**config.mk**
```make
export PLATFORM = sky130hd
export DESIGN_NAME = lge_ctrl
export DESIGN_NICKNAME = d
export VERILOG_FILES = /design/src/rtl/lge_pkg.sv /design/src/rtl/lge_ctrl.sv
export SDC_FILE = /design/constraint.sdc
export NUM_CORES = 1
export LEC_CHECK = 0
export BUFFER_PORTS_ARGS = -buffer_cell sky130_fd_sc_hd__clkbuf_2
export CAP_MARGIN = 0
export CORE_MARGIN = 1
export CORE_UTILIZATION = 45
export CTS_CLUSTER_SIZE = 8
export DETAILED_ROUTE_END_ITERATION = 12
export GPL_TIMING_DRIVEN = 0
export PLACE_DENSITY = 0.62
export SLEW_MARGIN = 20
export SYNTH_ARGS = -nofsm -noshare
export SYNTH_HDL_FRONTEND = slang
export SYNTH_SLANG_ARGS = --single-unit
```
**constraint.sdc**
```tcl
create_clock -name clk_i -period 13.8 [get_ports clk_i]
set_input_delay 0.69 -clock clk_i [delete_from_list [all_inputs] [get_ports clk_i]]
set_output_delay 0.69 -clock clk_i [all_outputs]
set_load 0.02 [all_outputs]
```
**src/rtl/lge_pkg.sv**
```systemverilog
// lge_pkg: shared types and constants of the Life grid generation engine.
// Used by lge_ctrl, lge_datapath and the top level; depends on nothing.
package lge_pkg;

  // Grid store depth the row index width is built around
  localparam int GRID_DEPTH   = 64;
  localparam int GRID_AW      = 6;
  localparam int ROW_W        = 64;
  localparam int CNT_W        = 7;
  localparam int GEN_W        = 16;
  localparam int CFG_IDX_W    = 2;
  localparam int CFG_DATA_W   = 16;

  localparam int DEF_MAX_ROWS = 64;
  localparam int DEF_MAX_COLS = 64;

  // Register reset values
  localparam logic [CNT_W-1:0] ROW_COUNT_RST = 7'd64;
  localparam logic [CNT_W-1:0] COL_COUNT_RST = 7'd64;
  localparam logic             WRAP_RST      = 1'b0;
  localparam logic [GEN_W-1:0] GEN_COUNT_RST = 16'd500;

  // Register indexes
  typedef enum logic [CFG_IDX_W-1:0] {
    CFG_ROW_COUNT = 2'd0,
    CFG_COL_COUNT = 2'd1,
    CFG_WRAP      = 2'd2,
    CFG_GEN_COUNT = 2'd3
  } cfg_idx_e;

  // Controller to datapath command; tag_* fields travel with a read and act
  // in the next cycle, when its data returns.
  typedef struct packed {
    logic               load_we;
    logic [GRID_AW-1:0] load_row;
    logic               bank;
    logic               rd_en;
    logic [GRID_AW-1:0] rd_row;
    logic               tag_gen;
    logic               tag_cmp;
    logic               tag_up_zero;
    logic               tag_down_zero;
    logic               tag_emit;
    logic               tag_last;
    logic [GRID_AW-1:0] tag_row;
    logic [CNT_W-1:0]   cols;
    logic               wrap;
  } lge_cmd_t;

  typedef struct packed {
    logic out_free;
  } lge_status_t;

endpackage

```
**src/rtl/lge_ctrl.sv**
```systemverilog
// lge_ctrl: load / generation / emit sequencer and configuration registers.
// Depends on lge_pkg; drives lge_datapath through lge_cmd_t.
module lge_ctrl #(
  parameter int MAX_ROWS = lge_pkg::DEF_MAX_ROWS,
  parameter int MAX_COLS = lge_pkg::DEF_MAX_COLS
) (
  input  logic                                clk_i,
  input  logic                                rst_ni,
  input  logic                                row_valid_i,
  output logic                                row_stall_o,
  input  logic                                cfg_valid_i,
  output logic                                cfg_ready_o,
  input  logic [lge_pkg::CFG_IDX_W-1:0]       cfg_index_i,
  input  logic [lge_pkg::CFG_DATA_W-1:0]      cfg_data_i,
  input  lge_pkg::lge_status_t                status_i,
  output lge_pkg::lge_cmd_t                   cmd_o
);
  import lge_pkg::*;

  localparam int ROW_LIMIT = (MAX_ROWS < GRID_DEPTH) ? MAX_ROWS : GRID_DEPTH;
  localparam int COL_LIMIT = (MAX_COLS < ROW_W) ? MAX_COLS : ROW_W;

  typedef enum logic [3:0] {
    ST_LOAD  = 4'b0001,
    ST_GEN   = 4'b0010,
    ST_DRAIN = 4'b0100,
    ST_EMIT  = 4'b1000
  } state_e;

  state_e           state_q, state_d;
  logic [CNT_W-1:0] row_count_q, col_count_q;
  logic             wrap_q;
  logic [GEN_W-1:0] gen_count_q;
  logic [CNT_W-1:0] rows_loaded_q, rows_loaded_d;
  logic [CNT_W-1:0] step_q, step_d;
  logic [CNT_W-1:0] emit_q, emit_d;
  logic [GEN_W-1:0] gen_q, gen_d;
  logic             bank_q, bank_d;
  logic             inflight_q, inflight_d;

  logic [CNT_W-1:0] rows, cols, rows_m1, step_m1, step_m2, rl, rl_p1;

  assign cfg_ready_o = 1'b1;

  always_comb begin
    if (row_count_q == '0) begin
      rows = 7'd1;
    end else if (row_count_q > CNT_W'(ROW_LIMIT)) begin
      rows = CNT_W'(ROW_LIMIT);
    end else begin
      rows = row_count_q;
    end
    if (col_count_q == '0) begin
      cols = 7'd1;
    end else if (col_count_q > CNT_W'(COL_LIMIT)) begin
      cols = CNT_W'(COL_LIMIT);
    end else begin
      cols = col_count_q;
    end
  end

  assign rows_m1 = rows - 7'd1;
  assign step_m1 = step_q - 7'd1;
  assign step_m2 = step_q - 7'd2;
  // restart the load when the row count dropped under the rows already in
  assign rl      = (rows_loaded_q >= rows) ? '0 : rows_loaded_q;
  assign rl_p1   = rl + 7'd1;

  always_comb begin
    state_d       = state_q;
    rows_loaded_d = rows_loaded_q;
    step_d        = step_q;
    emit_d        = emit_q;
    gen_d         = gen_q;
    bank_d        = bank_q;
    inflight_d    = 1'b0;
    row_stall_o   = (state_q != ST_LOAD);
    cmd_o         = '0;
    cmd_o.bank    = bank_q;
    cmd_o.cols    = cols;
    cmd_o.wrap    = wrap_q;
    case (state_q)
      ST_LOAD: begin
        if (row_valid_i) begin
          cmd_o.load_we  = 1'b1;
          cmd_o.load_row = rl[GRID_AW-1:0];
          if (rl_p1 >= rows) begin
            rows_loaded_d = '0;
            gen_d         = '0;
            step_d        = '0;
            emit_d        = '0;
            state_d       = (gen_count_q == '0) ? ST_EMIT : ST_GEN;
          end else begin
            rows_loaded_d = rl_p1;
          end
        end
      end
      ST_GEN: begin
        // read order: last row, rows 0..rows-1, row 0 again
        cmd_o.rd_en   = 1'b1;
        cmd_o.tag_gen = 1'b1;
        if (step_q == '0) begin
          cmd_o.rd_row = rows_m1[GRID_AW-1:0];
        end else if (step_q == rows + 7'd1) begin
          cmd_o.rd_row = '0;
        end else begin
          cmd_o.rd_row = step_m1[GRID_AW-1:0];
        end
        cmd_o.tag_cmp       = (step_q >= 7'd2);
        cmd_o.tag_row       = step_m2[GRID_AW-1:0];
        cmd_o.tag_up_zero   = !wrap_q && (step_m2 == '0);
        cmd_o.tag_down_zero = !wrap_q && (step_m2 == rows_m1);
        if (step_q == rows + 7'd1) begin
          step_d  = '0;
          state_d = ST_DRAIN;
        end else begin
          step_d = step_q + 7'd1;
        end
      end
      ST_DRAIN: begin
        // last row of the generation is written at the end of this cycle
        bank_d = ~bank_q;
        gen_d  = gen_q + 16'd1;
        if (gen_q + 16'd1 == gen_count_q) begin
          emit_d  = '0;
          state_d = ST_EMIT;
        end else begin
          state_d = ST_GEN;
        end
      end
      ST_EMIT: begin
        if (!inflight_q && status_i.out_free) begin
          cmd_o.rd_en    = 1'b1;
          cmd_o.rd_row   = emit_q[GRID_AW-1:0];
          cmd_o.tag_emit = 1'b1;
          cmd_o.tag_row  = emit_q[GRID_AW-1:0];
          cmd_o.tag_last = (emit_q == rows_m1);
          inflight_d     = 1'b1;
          emit_d         = emit_q + 7'd1;
          if (emit_q == rows_m1) begin
            state_d = ST_LOAD;
          end
        end
      end
      default: begin
        state_d = ST_LOAD;
      end
    endcase
  end

  always_ff @(posedge clk_i or negedge rst_ni) begin
    if (!rst_ni) begin
      state_q       <= ST_LOAD;
      rows_loaded_q <= '0;
      step_q        <= '0;
      emit_q        <= '0;
      gen_q         <= '0;
      bank_q        <= 1'b0;
      inflight_q    <= 1'b0;
      row_count_q   <= ROW_COUNT_RST;
      col_count_q   <= COL_COUNT_RST;
      wrap_q        <= WRAP_RST;
      gen_count_q   <= GEN_COUNT_RST;
    end else begin
      state_q       <= state_d;
      rows_loaded_q <= rows_loaded_d;
      step_q        <= step_d;
      emit_q        <= emit_d;
      gen_q         <= gen_d;
      bank_q        <= bank_d;
      inflight_q    <= inflight_d;
      if (cfg_valid_i) begin
        case (cfg_index_i)
          CFG_ROW_COUNT: row_count_q <= cfg_data_i[CNT_W-1:0];
          CFG_COL_COUNT: col_count_q <= cfg_data_i[CNT_W-1:0];
          CFG_WRAP:      wrap_q      <= cfg_data_i[0];
          CFG_GEN_COUNT: gen_count_q <= cfg_data_i[GEN_W-1:0];
          default: begin
          end
        endcase
      end
    end
  end

endmodule

```
### After elaboration in Yosys (flattened, before gate mapping)

Cells that the tools add are included.

* bits in registers: 74
* input port bits: 23

* add/subtract/negate cells: 8
* magnitude comparators: 5
* eq/ne operators: 18
* mux-type cells: 36
* bitwise logic cells: 1
* reduce and logical (&&, ||, !) cells: 23

Operators with widths (count)
* 7-bit two-way mux: 14
* 16-bit two-way mux: 2
* 4-bit two-way mux: 8
* 16-bit case mux with 2 select lines: 1
* 7-bit by 1-bit adder with 7-bit output (second input constant): 4
* 7-bit zero test: 4
* 7-bit case mux with 2 select lines: 2
* 7-bit == test: 3
* 7-bit case mux with 3 select lines: 1
* 16-bit by 1-bit adder with 16-bit output (second input constant): 1
* 16-bit == test: 1
* 16-bit zero test: 1
* 4-bit case mux with 4 select lines: 1
* 7-bit >= comparator: 2
* 7-bit > comparator (second input constant): 2
* 6-bit two-way mux: 2
* 2-bit inequality test (second input constant): 6
* 6-bit case mux with 2 select lines: 1
* 2-bit AND reduction: 5
* 5-bit AND reduction: 2
* 8-bit two-way mux: 1
* 7-bit by 2-bit >= comparator with 1-bit output (second input constant): 1
* 7-bit by 1-bit subtractor with 7-bit output (second input constant): 1
* 7-bit by 2-bit subtractor with 7-bit output (second input constant): 1
* other kinds (17): 24

### Depth between registers and ports, before layout

Gate-level depths: netlist of the first run.

* word-level depth: 10
* depth in mapped cells: 23
* depth with buffers taken out: 20

### Worst setup path before layout of the first run

Ideal clock, no wire load.

* path kind: register to register
* start point: reg row_count_q[4]
* end point: reg emit_q[0]
* arrival: 4.580 ns
* path slack: 9.138 ns
* stages on the path, launching flop included: 24
* period minus slack after synthesis: 4.662 ns
* path through: dfrtp_1 > buf_6 > nor4_4 > a21o_4 > ha_1 > nand2b_1 > a21oi_1 > nor2b_1 > o21ai_0 > a211oi_1 > clkbuf_1 > nor2b_1 > ha_1 > nand3_1 > or3_1 > a21oi_1 > ha_1 > and3_1 > a221oi_1 > o21ai_0 > clkbuf_1 > a21oi_1 > nor2_1 > a31oi_1

* longest elaborated chain between the ends: 9

RTL lines
* start, declared: RTL line lge_ctrl.sv:31 `logic [CNT_W-1:0] row_count_q, col_count_q;`
* start signal, assigned: RTL line lge_ctrl.sv:174 `CFG_ROW_COUNT: row_count_q <= cfg_data_i[CNT_W-1:0];`
* 7-bit > comparator: RTL line lge_ctrl.sv:48 `end else if (row_count_q > CNT_W'(ROW_LIMIT)) begin`
* 7-bit two-way mux: RTL line lge_ctrl.sv:48
* 7-bit two-way mux (*): RTL line lge_ctrl.sv:46 `if (row_count_q == '0) begin`
* 7-bit >= comparator: RTL line lge_ctrl.sv:66 `assign rl = (rows_loaded_q >= rows) ? '0 : rows_loaded_q;`
* 7-bit two-way mux: RTL line lge_ctrl.sv:66
* 7-bit by 1-bit adder with 7-bit output: RTL line lge_ctrl.sv:67 `assign rl_p1 = rl + 7'd1;`
* 7-bit >= comparator (*): RTL line lge_ctrl.sv:87 `if (rl_p1 >= rows) begin`
* 2-bit inequality test (no source line) (*)
* 5-bit AND reduction (no source line) (*)
* end signal, assigned: RTL line lge_ctrl.sv:168 `emit_q <= emit_d;`
* end, declared: RTL line lge_ctrl.sv:36 `logic [CNT_W-1:0] emit_q, emit_d;`

Mark *: on every way between the ends. The rest lies on a longest branch, timed or not.
A chain may end at the register's enable or synchronous reset.

### Final worst setup path of the first run

* start point: reg row_count_q[6]
* end point: reg gen_q[10]

* longest elaborated chain between the ends: 9

RTL lines
* 7-bit > comparator: RTL line lge_ctrl.sv:48
* 7-bit two-way mux: RTL line lge_ctrl.sv:48
* 7-bit two-way mux (*): RTL line lge_ctrl.sv:46
* 7-bit >= comparator: RTL line lge_ctrl.sv:66
* 7-bit two-way mux: RTL line lge_ctrl.sv:66
* 7-bit by 1-bit adder with 7-bit output: RTL line lge_ctrl.sv:67
* 7-bit >= comparator (*): RTL line lge_ctrl.sv:87
* 2-bit inequality test (no source line) (*)
* 3-bit AND reduction (no source line) (*)
* end signal, assigned: RTL line lge_ctrl.sv:169 `gen_q <= gen_d;`
* end, declared: RTL line lge_ctrl.sv:37 `logic [GEN_W-1:0] gen_q, gen_d;`

Marked as above.

==> results of run 1 <==
-- power by group through the flow --
stage	Clock, mW	Combinational [mW]	Sequential (mW)
finish	0.266	0.585	0.339
global route	0.280	0.651	0.349
CTS	0.273	0.584	0.338
detailed placement	0	0.581	0.341
global placement	0	0.566	0.339
floorplan	0	0.450	0.321
-- placed cells by master, fill, tap and decap left out, drive strengths merged, types with 10 or more instances in the layout --
master	netlist	layout
clkbuf	15	83
dfrtp	65	65
o21ai	51	51
nand2	51	51
nor2	50	50
a21oi	36	36
mux2	30	30
xnor2	28	28
ha	26	26
nand3	22	22
xor2	21	21
inv	16	18
buf	17	18
and3	15	15
nand4	14	14
a31oi	13	13
nor3	13	13
nor4	13	13
nand2b	10	10
-- worst paths after layout --
path                            depth (start not counted)                  startpoint                          end  slack (ns)
worst min-delay path                                    1                      rst_ni  gen_count_q[14]$_DFFE_PN0P_        0.33
max in group asynchronous                               2                      rst_ni   gen_count_q[2]$_DFFE_PN1P_       12.83
min in group clk_i                                      1          bank_q$_DFFE_PN0P_           bank_q$_DFFE_PN0P_        0.46
worst max-delay path                                   22  row_count_q[6]$_DFFE_PN1P_        gen_q[10]$_DFFE_PN0P_        7.87
worst max register to register                         22  row_count_q[6]$_DFFE_PN1P_        gen_q[10]$_DFFE_PN0P_        7.87
worst min register to register                          1          bank_q$_DFFE_PN0P_           bank_q$_DFFE_PN0P_        0.46
-- sequential cells by signal, summed over array words and instances, names as in the netlist --
register       count
inflight_q         1
gen_count_q       16
state_q            4
rows_loaded_q      7
col_count_q        7
emit_q             7
gen_q             16
row_count_q        7
wrap_q             1
step_q             7
bank_q             1
-- per-layer routing --
layer,track usage [%],vias to the layer above,routed length (um)
li1,-,2356,-
met1,31.3,2356,6440
met2,40.0,110,6870
met3,3.70,21,504
met4,9.01,0,225
met5,0,-,0
-- logic make-up after synthesis --
kind of cell               synth area share [%]
AOI/OAI and AO/OA                          17.5
muxes                                      7.14
and+or+nand+nor                            23.0
other                                    0.0690
buffers and inverters                      4.10
xor gates and xnor gates                   7.90
adders and majority gates                  5.99
DFF                                        34.3
-- stage by stage --
| stage | utilization [%] | hold WS, ns | power [mW] | setup slack, ns | area, sq um |
|---|---|---|---|---|---|
| after floorplan | - | 0.394 | 0.771 | 9.14 | 5430 |
| after global placement | 50.8 | 0.459 | 0.906 | 8.06 | 5900 |
| after detailed placement | 51.0 | 0.461 | 0.922 | 7.98 | 5930 |
| after CTS | 53.9 | 0.344 | 1.19 | 7.95 | 6260 |
| after global routing | 54.0 | 0.371 | 1.28 | 7.37 | 6270 |
| final | 54.0 | 0.328 | 1.19 | 7.87 | 6270 |
-- final cells by class --
cell class	instances	area [sq um]	area share (%)
buffer	32	163	2.60
clock buffer	10	239	3.81
clock inverter	6	97.6	1.56
inverter	16	60.1	0.958
multi-input combinational	491	3350	53.5
sequential	74	1860	29.7
tap	143	179	2.85
timing repair buffer	59	313	4.99
==> impl_metrics.toml, run 1 <==
[outcome]
status = "finished, violations left"
violations = "design-rule violations"

[route]
postRouteAntennaNets = 0
wirelength_um = 14000
dr.pass1.iters = 8
drt_iter0_markers = 315
vias_per_cell = 5.83
post_drt_wl_per_cell_um = 16.9
drc = 3
vias = 4843

[yosys]
synth_top_area_share_pct = 29.9
synth_most_common_cell = "dfrtp_1"
ys_seq_area_share_pct = 34.3
ys_seq_elements = 74
synth_common_cells = "dfrtp_1, nand2_1, o21ai_0"
synth_cell_type_count = 63
synthArstFlopShare_pct = 100
synth_ff_type = "dfrtp_1"
ys_top_cells_by_area = "dfrtp_1, mux2_2, ha_1"
synth_area_per_cell_sq_um = 8.86
post-synth-top-area-cell = "dfrtp_1"
synthCells = 613
netlist_area_sq_um = 5430
yosys_warnings = 0
synth_edf_count = 0
synth_nets = 662

[critical_path]
worstPathMaxFanout = 10
path_buf_inv = 4
max_stage_delay_ns = 0.68
worstSetupEndpointType = "flip-flop"
worstPathCellList = "buf_2 > inv_1 > nand2_1 > ha_1 > a21oi_1 > nor2b_1 > o21ai_0 > a211oi_1 > clkbuf_1 > nor2b_1 > ha_1 > nand3_1 > o21ai_0 > a21oi_1 > ha_1 > and3_1 > a221oi_1 > o21ai_0 > a21oi_1 > clkbuf_1 > o21ai_0 > o31ai_1"
critPathArrivalTime_ns = 6.19
crit_path_start_kind = "flip-flop"
cp_slowest_cell = "a211oi_1"
critical_path_class = "flip-flop to flip-flop"
cp.required_ns = 14.05
critPathMostFrequentCell = "o21ai_0"
cp_top_family = "compound AO/OA/AOI/OAI gates"

[power]
clkPwrFrac_pct = 22.4
switchingPower_uw = 518
p_per_area_nw_per_um2 = 190
p_comb_share_pct = 49.2
ir_drop_v = 0.000106
intPower_uw = 673
seqPwrFrac_pct = 28.5
swShare_pct = 43.5
p_leak_nw = 2.77

[timing]
rsz0062_at_grt = "no"
slew_viol_final = 0
skew_ns = 0.00714
final.setup.tns_ns = 0
slew_headroom_pct = 37.9
timing.final.crit_share_pct = 43.0
fmax_ghz = 0.169
tightest_slew_ns = 0.929
final-setup-viol-count = 0
fin_crit_ns = 5.93
timing.final.hold_violations = 0

[clock_network]
postCtsSetupBuffers = 0
clkLatencyLatePin_ns = 0.35
ctsResizeCount = 0
postCtsHoldBufs = 0
cts_buffer_depth = 2
numCtsBuffers = 9
cts_tree = "done"
path_clk_slew_ns = 0.06
h-tree-depth = 3
cts-root-buf = "clkbuf_16"
cts_sinks = 74

[floorplan]
start_util_pct = 46.8
fp.dieH_um = 112
ios = 60
design.core.area_sq_um = 11600
rows = 39
die_x_um = 112
dieArea_sq_um = 12500

[layout]
final_nets = 732
stdcell_count = 831
final_layout_size_suffix_gt1_share_pct = 21.9
fillers = 1113
n_antenna_cell = 0
area_growth_pct = 15.3

[grt]
grt_usage_pct = 24.0
grt_max_degree = 43
antenna_found_initial = 0
grt.overflow.total = 0
grt_pass1_vias = 4776
grt_pass1_wl_um = 23800

[worst_hold_path]
hold_class = "primary input to asynchronous set/reset pin"

[place]
dp_cells = 815
io_buffers = 58
gp_congestion = 0.885
place_hpwl_um = 10600

[flow_run]
max-cap-violations = 0
Note: power is estimated with default switching activity, not from simulation.
==> run 2: changes to the inputs <==
--- a/config.mk
+++ b/config.mk
@@ -5,6 +5,7 @@
 export SDC_FILE = /design/constraint.sdc
 export NUM_CORES = 1
 export LEC_CHECK = 0
+export ABC_AREA = 1
 export BUFFER_PORTS_ARGS = -buffer_cell sky130_fd_sc_hd__clkbuf_2
 export CAP_MARGIN = 0
 export CORE_MARGIN = 1
@@ -12,7 +13,7 @@
 export CTS_CLUSTER_SIZE = 8
 export DETAILED_ROUTE_END_ITERATION = 12
 export GPL_TIMING_DRIVEN = 0
-export PLACE_DENSITY = 0.62
+export PLACE_DENSITY = 0.64
 export SLEW_MARGIN = 20
 export SYNTH_ARGS = -nofsm -noshare
 export SYNTH_HDL_FRONTEND = slang
==> constraint.sdc (replaced) <==
create_clock -name clk_i -period 5.1 [get_ports clk_i]
set_input_delay 0.255 -clock clk_i [delete_from_list [all_inputs] [get_ports clk_i]]
set_output_delay 0.255 -clock clk_i [all_outputs]
set_load 0.02 [all_outputs]
==> run 2 against run 1 <==
Net effect: the run now ends clean; total power grew to 2.6 times the previous value; setup slack lost 7.4 ns; critical path type unchanged; non-clock buffer count shrank 8; synthesized cell count grew 24%; maximum frequency grew 28%; register-to-register slack lost 7.4 ns; highest routed layer unchanged; sequential power grew to 2.6 times the previous value; final cell count grew 18%; first-iteration DRC count grew 23%.
==> impl_metrics.toml, run 2 <==
[route]
vias = 5297
dr.pass1.iters = 4
drt_iter0_markers = 386
wirelength_um = 14400
drc = 0
vias_per_cell = 5.41
post_drt_wl_per_cell_um = 14.7
postRouteAntennaNets = 0

[yosys]
synthArstFlopShare_pct = 100
synth_top_family_by_area = "simple AND/OR/NAND/NOR gates"
synth_area_per_cell_sq_um = 7.20
synth_compound_area_share_pct = 11.7
synthMuxAreaShare_pct = 1.03
synth_fa_ha_area_share_pct = 5.93
yosys_warnings = 0
synth_common_cells = "nand2_1, inv_1, nor2_1"
synth_cell_type_count = 43
ys_seq_area_share_pct = 34.0
post-synth-top-area-cell = "dfrtp_1"
synth_ff_type = "dfrtp_1"
synthCells = 761
ys_top_cells_by_area = "dfrtp_1, nand2_1, inv_1"
synth_edf_count = 0
synth_top_area_share_pct = 29.7
ys_seq_elements = 74
netlist_area_sq_um = 5480
synth_nets = 810
synth-xor-area-share_pct = 6.09
synth_most_common_cell = "nand2_1"
synthSimpleGateAreaFrac_pct = 31.7

[critical_path]
max_stage_delay_ns = 0.35
worstSetupEndpointType = "flip-flop"
cp_slowest_cell = "dfrtp_1"
worstPathMaxFanout = 10
cp.required_ns = 5.37
path_buf_inv = 4
crit_path_start_kind = "flip-flop"
critical_path_class = "flip-flop to flip-flop"
critPathArrivalTime_ns = 4.90
cp_top_family = "simple AND/OR/NAND/NOR gates"

[timing]
timing.final.crit_share_pct = 90.7
fmax_ghz = 0.216
slew_viol_final = 0
timing.hold.ws_ns = 0.137
slew_headroom_pct = 60.0
timing.final.hold_violations = 0
worst_slack_ns = 0.476
tightest_slew_ns = 0.597
final-setup-viol-count = 0
fin_crit_ns = 4.62
skew_ns = 0.00947

[power]
ir_drop_v = 0.000276
power_mw = 3.12
p_leak_nw = 3.07
p_per_area_nw_per_um2 = 497

[place]
pre_cts_slack_ns = 0.412
place_hpwl_um = 11000
gp_congestion = 0.928
io_buffers = 58
place_area_sq_um = 5970

[layout]
final_layout_size_suffix_gt1_share_pct = 17.6
final_area_sq_um = 6270
fillers = 1110
reg.largest.list = "gen_count_q x16, gen_q x16"
final_cell_mix = "nand2_1, inv_1, nor2_1"
final_common_cell = "nand2_1"
n_antenna_cell = 0
area_growth_pct = 14.4
final_nets = 881

[clock_network]
h-tree-depth = 3
clkLatencyLatePin_ns = 0.35
cts_tree = "done"
path_clk_slew_ns = 0.06
postCtsSetupBuffers = 0
cts_sinks = 74
cts-root-buf = "clkbuf_16"
cts_buffer_depth = 2
numCtsBuffers = 9

[floorplan]
dieArea_sq_um = 12600
die_x_um = 112
ios = 60
fp.dieH_um = 112
start_util_pct = 47.0
rows = 39
design.core.area_sq_um = 11700

[grt]
grt_max_degree = 43
grt_pass1_vias = 4886
grt.overflow.total = 0
grt_pass1_wl_um = 23700
antenna_found_initial = 0
grt_usage_pct = 23.7

[flow_run]
max-cap-violations = 0

[worst_hold_path]
hold_class = "primary input to flip-flop"

[outcome]
status = "finished clean"
run 2: report_power, final:
group / total, mW / internal (mW) / switching (mW)
registers: 0.888 / 0.736 / 0.152
logic: 1.61 / 0.578 / 1.03
clock network: 0.618 / 0.347 / 0.271
run 2: kinds of logic (layout without fill, tap and decap cells):
group	count (synthesis)	after routing
muxes	5	5
DFF	74	74
xor gates and xnor gates	35	35
buffers and inverters	127	203
adders and majority gates	26	26
AOI/OAI and AO/OA	111	111
other	1	1
and+or+nand+nor	382	382
run 2: metrics by stage:
stage | util [%] | std cells | TNS (ns)
2_1_floorplan | - | 761 | 0
3_3_place_gp | 51.0 | 962 | 0
3_5_place_dp | 51.2 | 963 | 0
5_1_grt | 53.8 | 980 | -0.0590
4_1_cts | 53.8 | 980 | 0
6_report | 53.8 | 980 | 0
run 2: repair_timing:
item | CTS | global route
gates resized for setup | 0 | 2
endpoints found under the hold margin | 27 | 0
hold buffers | 1 | 0
setup endpoints to repair | 0 | 24
run 2: cell type report:
cell class	count	area (sq um)	area share (%)
repair buffers	60	323	5.14
flip-flops and latches	74	1860	29.7
clock buffers	10	239	3.81
multi-input cells	560	3100	49.4
clock inverters	6	46.3	0.738
inverters	104	393	6.26
well taps	143	179	2.85
plain buffers	23	130	2.07
run 2: metal layers:
metal / track usage (%) / share of wire [%] / vias to the layer above
met1: 31.9 / 49 / 2510
met4: 8.09 / 1.6 / 0
met5: 0 / 0 / -
met3: 4.10 / 4.2 / 16
li1: - / - / 2633
met2: 38.8 / 46 / 138
run 2: path summary, 6_finish.rpt:
check	start	end	slack, ns	cells past startpoint
setup / recovery	row_count_q[4]$_DFFE_PN0P_	emit_q[6]$_DFFE_PN0P_	0.48	30
hold / removal	cfg_data_i[14]	gen_count_q[14]$_DFFE_PN0P_	0.14	2
setup reg to reg	row_count_q[4]$_DFFE_PN0P_	emit_q[6]$_DFFE_PN0P_	0.48	30
hold reg to reg	bank_q$_DFFE_PN0P_	bank_q$_DFFE_PN0P_	0.47	1
max in group asynchronous	rst_ni	col_count_q[6]$_DFFE_PN1P_	3.99	3
min in group asynchronous	rst_ni	step_q[1]$_DFFE_PN0P_	0.44	2
run 2: worst register-to-register path: cells and delay by family, from the launching register on:
family	cells	cell delay [ns]
and+or+nand+nor	17	2.07
buffers and inverters	4	0.46
adders and majority gates	3	0.85
DFF	1	0.35
AOI/OAI and AO/OA	6	0.82
==> run 3: changes to the inputs <==
--- a/config.mk
+++ b/config.mk
@@ -8,12 +8,14 @@
 export ABC_AREA = 1
 export BUFFER_PORTS_ARGS = -buffer_cell sky130_fd_sc_hd__clkbuf_2
 export CAP_MARGIN = 0
+export CELL_PAD_IN_SITES_DETAIL_PLACEMENT = 1
+export CELL_PAD_IN_SITES_GLOBAL_PLACEMENT = 2
 export CORE_MARGIN = 1
-export CORE_UTILIZATION = 45
+export CORE_UTILIZATION = 31
 export CTS_CLUSTER_SIZE = 8
 export DETAILED_ROUTE_END_ITERATION = 12
 export GPL_TIMING_DRIVEN = 0
-export PLACE_DENSITY = 0.64
+export PLACE_DENSITY = 0.76
 export SLEW_MARGIN = 20
 export SYNTH_ARGS = -nofsm -noshare
 export SYNTH_HDL_FRONTEND = slang
==> run 3 against run 2 <==
Net effect: via count is 0.11% lower; total power is 7.2% higher; core utilization is 16 points lower; die area is 44% higher; final cell count is 8.7% higher; global-route usage is 3.5 points lower; flip-flop and latch count stayed put; worst hold slack better by 0.0048 ns; clock power is 14% higher; critical path type unchanged.
==> impl_metrics.toml, run 3 (synthesized netlist as in run 2, its figures left out) <==
[outcome]
status = "finished clean"

[route]
dr.pass1.iters = 4
post_drt_wl_per_cell_um = 16.4
wirelength_um = 17400
vias_per_cell = 4.97
vias = 5291
postRouteAntennaNets = 0
drt_iter0_markers = 222
drc = 0

[critical_path]
max_stage_delay_ns = 0.46
crit_path_start_kind = "flip-flop"
critical_path_class = "flip-flop to flip-flop"
timing.rr.start = "row_count_q[2]$_DFFE_PN0P_"
worstSetupEndpointType = "flip-flop"
critPathArrivalTime_ns = 4.86
cp_slowest_cell = "dfrtp_1"
critPathLaunch = "row_count_q[2]$_DFFE_PN0P_"
worstPathMaxFanout = 10
cp.required_ns = 5.34

[worst_hold_path]
hp-start = "cfg_data_i[13]"
hold_class = "primary input to flip-flop"

[clock_network]
cts_buffer_depth = 2
h-tree-depth = 3
cts_sinks = 74
path_clk_slew_ns = 0.06
cts-root-buf = "clkbuf_16"
clkLatencyLatePin_ns = 0.34
cts_tree = "done"
numCtsBuffers = 9

[timing]
final-setup-viol-count = 0
final.setup.tns_ns = 0
timing.final.crit_share_pct = 90.7
skew_ns = 0.00589
timing.hold.ws_ns = 0.142
tightest_slew_ns = 0.588
fin_crit_ns = 4.62
slew_viol_final = 0
slew_headroom_pct = 60.7
rsz0062_at_grt = "no"
fmax_ghz = 0.216
timing.final.hold_violations = 0

[place]
gp_congestion = 0.877
place_hpwl_um = 13800
place_area_sq_um = 6080
io_buffers = 58

[floorplan]
dieArea_sq_um = 18200
design.core.area_sq_um = 17300
ios = 60
die_x_um = 135
rows = 48
start_util_pct = 31.7
fp.dieH_um = 135

[layout]
n_antenna_cell = 0
final_layout_size_suffix_gt1_share_pct = 17.9
area_growth_pct = 17.9
final_nets = 884
final_common_cell = "nand2_1"
final_cell_mix = "nand2_1, inv_1, nor2_1"
reg.largest.list = "gen_count_q x16, gen_q x16"
final_area_sq_um = 6460

[power]
p_leak_nw = 3.11
p_per_area_nw_per_um2 = 517
ir_drop_v = 0.000178

[grt]
grt_pass1_wl_um = 28600
grt_usage_pct = 20.2
grt.overflow.total = 0
antenna_found_initial = 0
grt_pass1_vias = 5353
grt_max_degree = 51

[flow_run]
max-cap-violations = 0
[run 3: layout make-up]
type,instances,area [sq um]
Clock inverter,6,91.3
Fill cell,2213,10800
Tap cell,225,282
Buffer,23,130
Inverter,104,393
Clock buffer,10,229
Multi-Input combinational cell,560,3110
Timing Repair Buffer,63,365
Sequential cell,74,1860
[run 3: report_power, final]
part	leakage (nW)	internal (mW)	switching (mW)
combinational	2.02	0.635	1.11
sequential	0.941	0.736	0.159
clock	0.145	0.430	0.276
total	3.11	1.80	1.54
[run 3: path summary, 6_finish.rpt]
check,end,slack [ns],depth (start not counted)
min in group asynchronous,rows_loaded_q[0]$_DFFE_PN0P_,0.41,2
worst max register to register,emit_q[4]$_DFFE_PN0P_,0.48,29
max in group asynchronous,gen_count_q[7]$_DFFE_PN1P_,4.03,3
worst min register to register,bank_q$_DFFE_PN0P_,0.47,1
worst max-delay path,emit_q[4]$_DFFE_PN0P_,0.48,29
worst min-delay path,gen_count_q[13]$_DFFE_PN0P_,0.14,2
[run 3: worst max-delay path: cells and delay by family, from the launching register on]
family,cells,cell delay (ns)
fa+ha+maj,3,0.86
flops,1,0.46
buf+inv,3,0.28
compound gates,6,0.64
simple gates,17,2.25
[run 3: metrics by stage]
step           power (mW)  setup WS [ns]  utilization (%)  std cells
2_1_floorplan        2.07           1.18                -        761
3_3_place_gp         2.51          0.311             35.0       1044
3_5_place_dp         2.57          0.186             35.2       1045
4_1_cts              3.29          0.186             37.1       1062
5_1_grt              3.62         0.0442             37.4       1065
6_report             3.34          0.477             37.4       1065
[run 3: per-layer routing]
metal  routed length [um]  vias up  track usage, %  share of wire (%)
li1                     -     2628               -                  -
met1                 8860     2572            28.4                 51
met2                 7930       76            32.0                 46
met3                  375       15            2.52                2.2
met4                  265        0            6.43                1.5
met5                    0        -               0                  0
[run 3: timing repair]
action	in CTS	in global routing
hold buffers	1	0
endpoints found under the setup margin	0	40
gates resized for setup	0	4
setup buffers	0	3
endpoints found under the hold margin	24	0
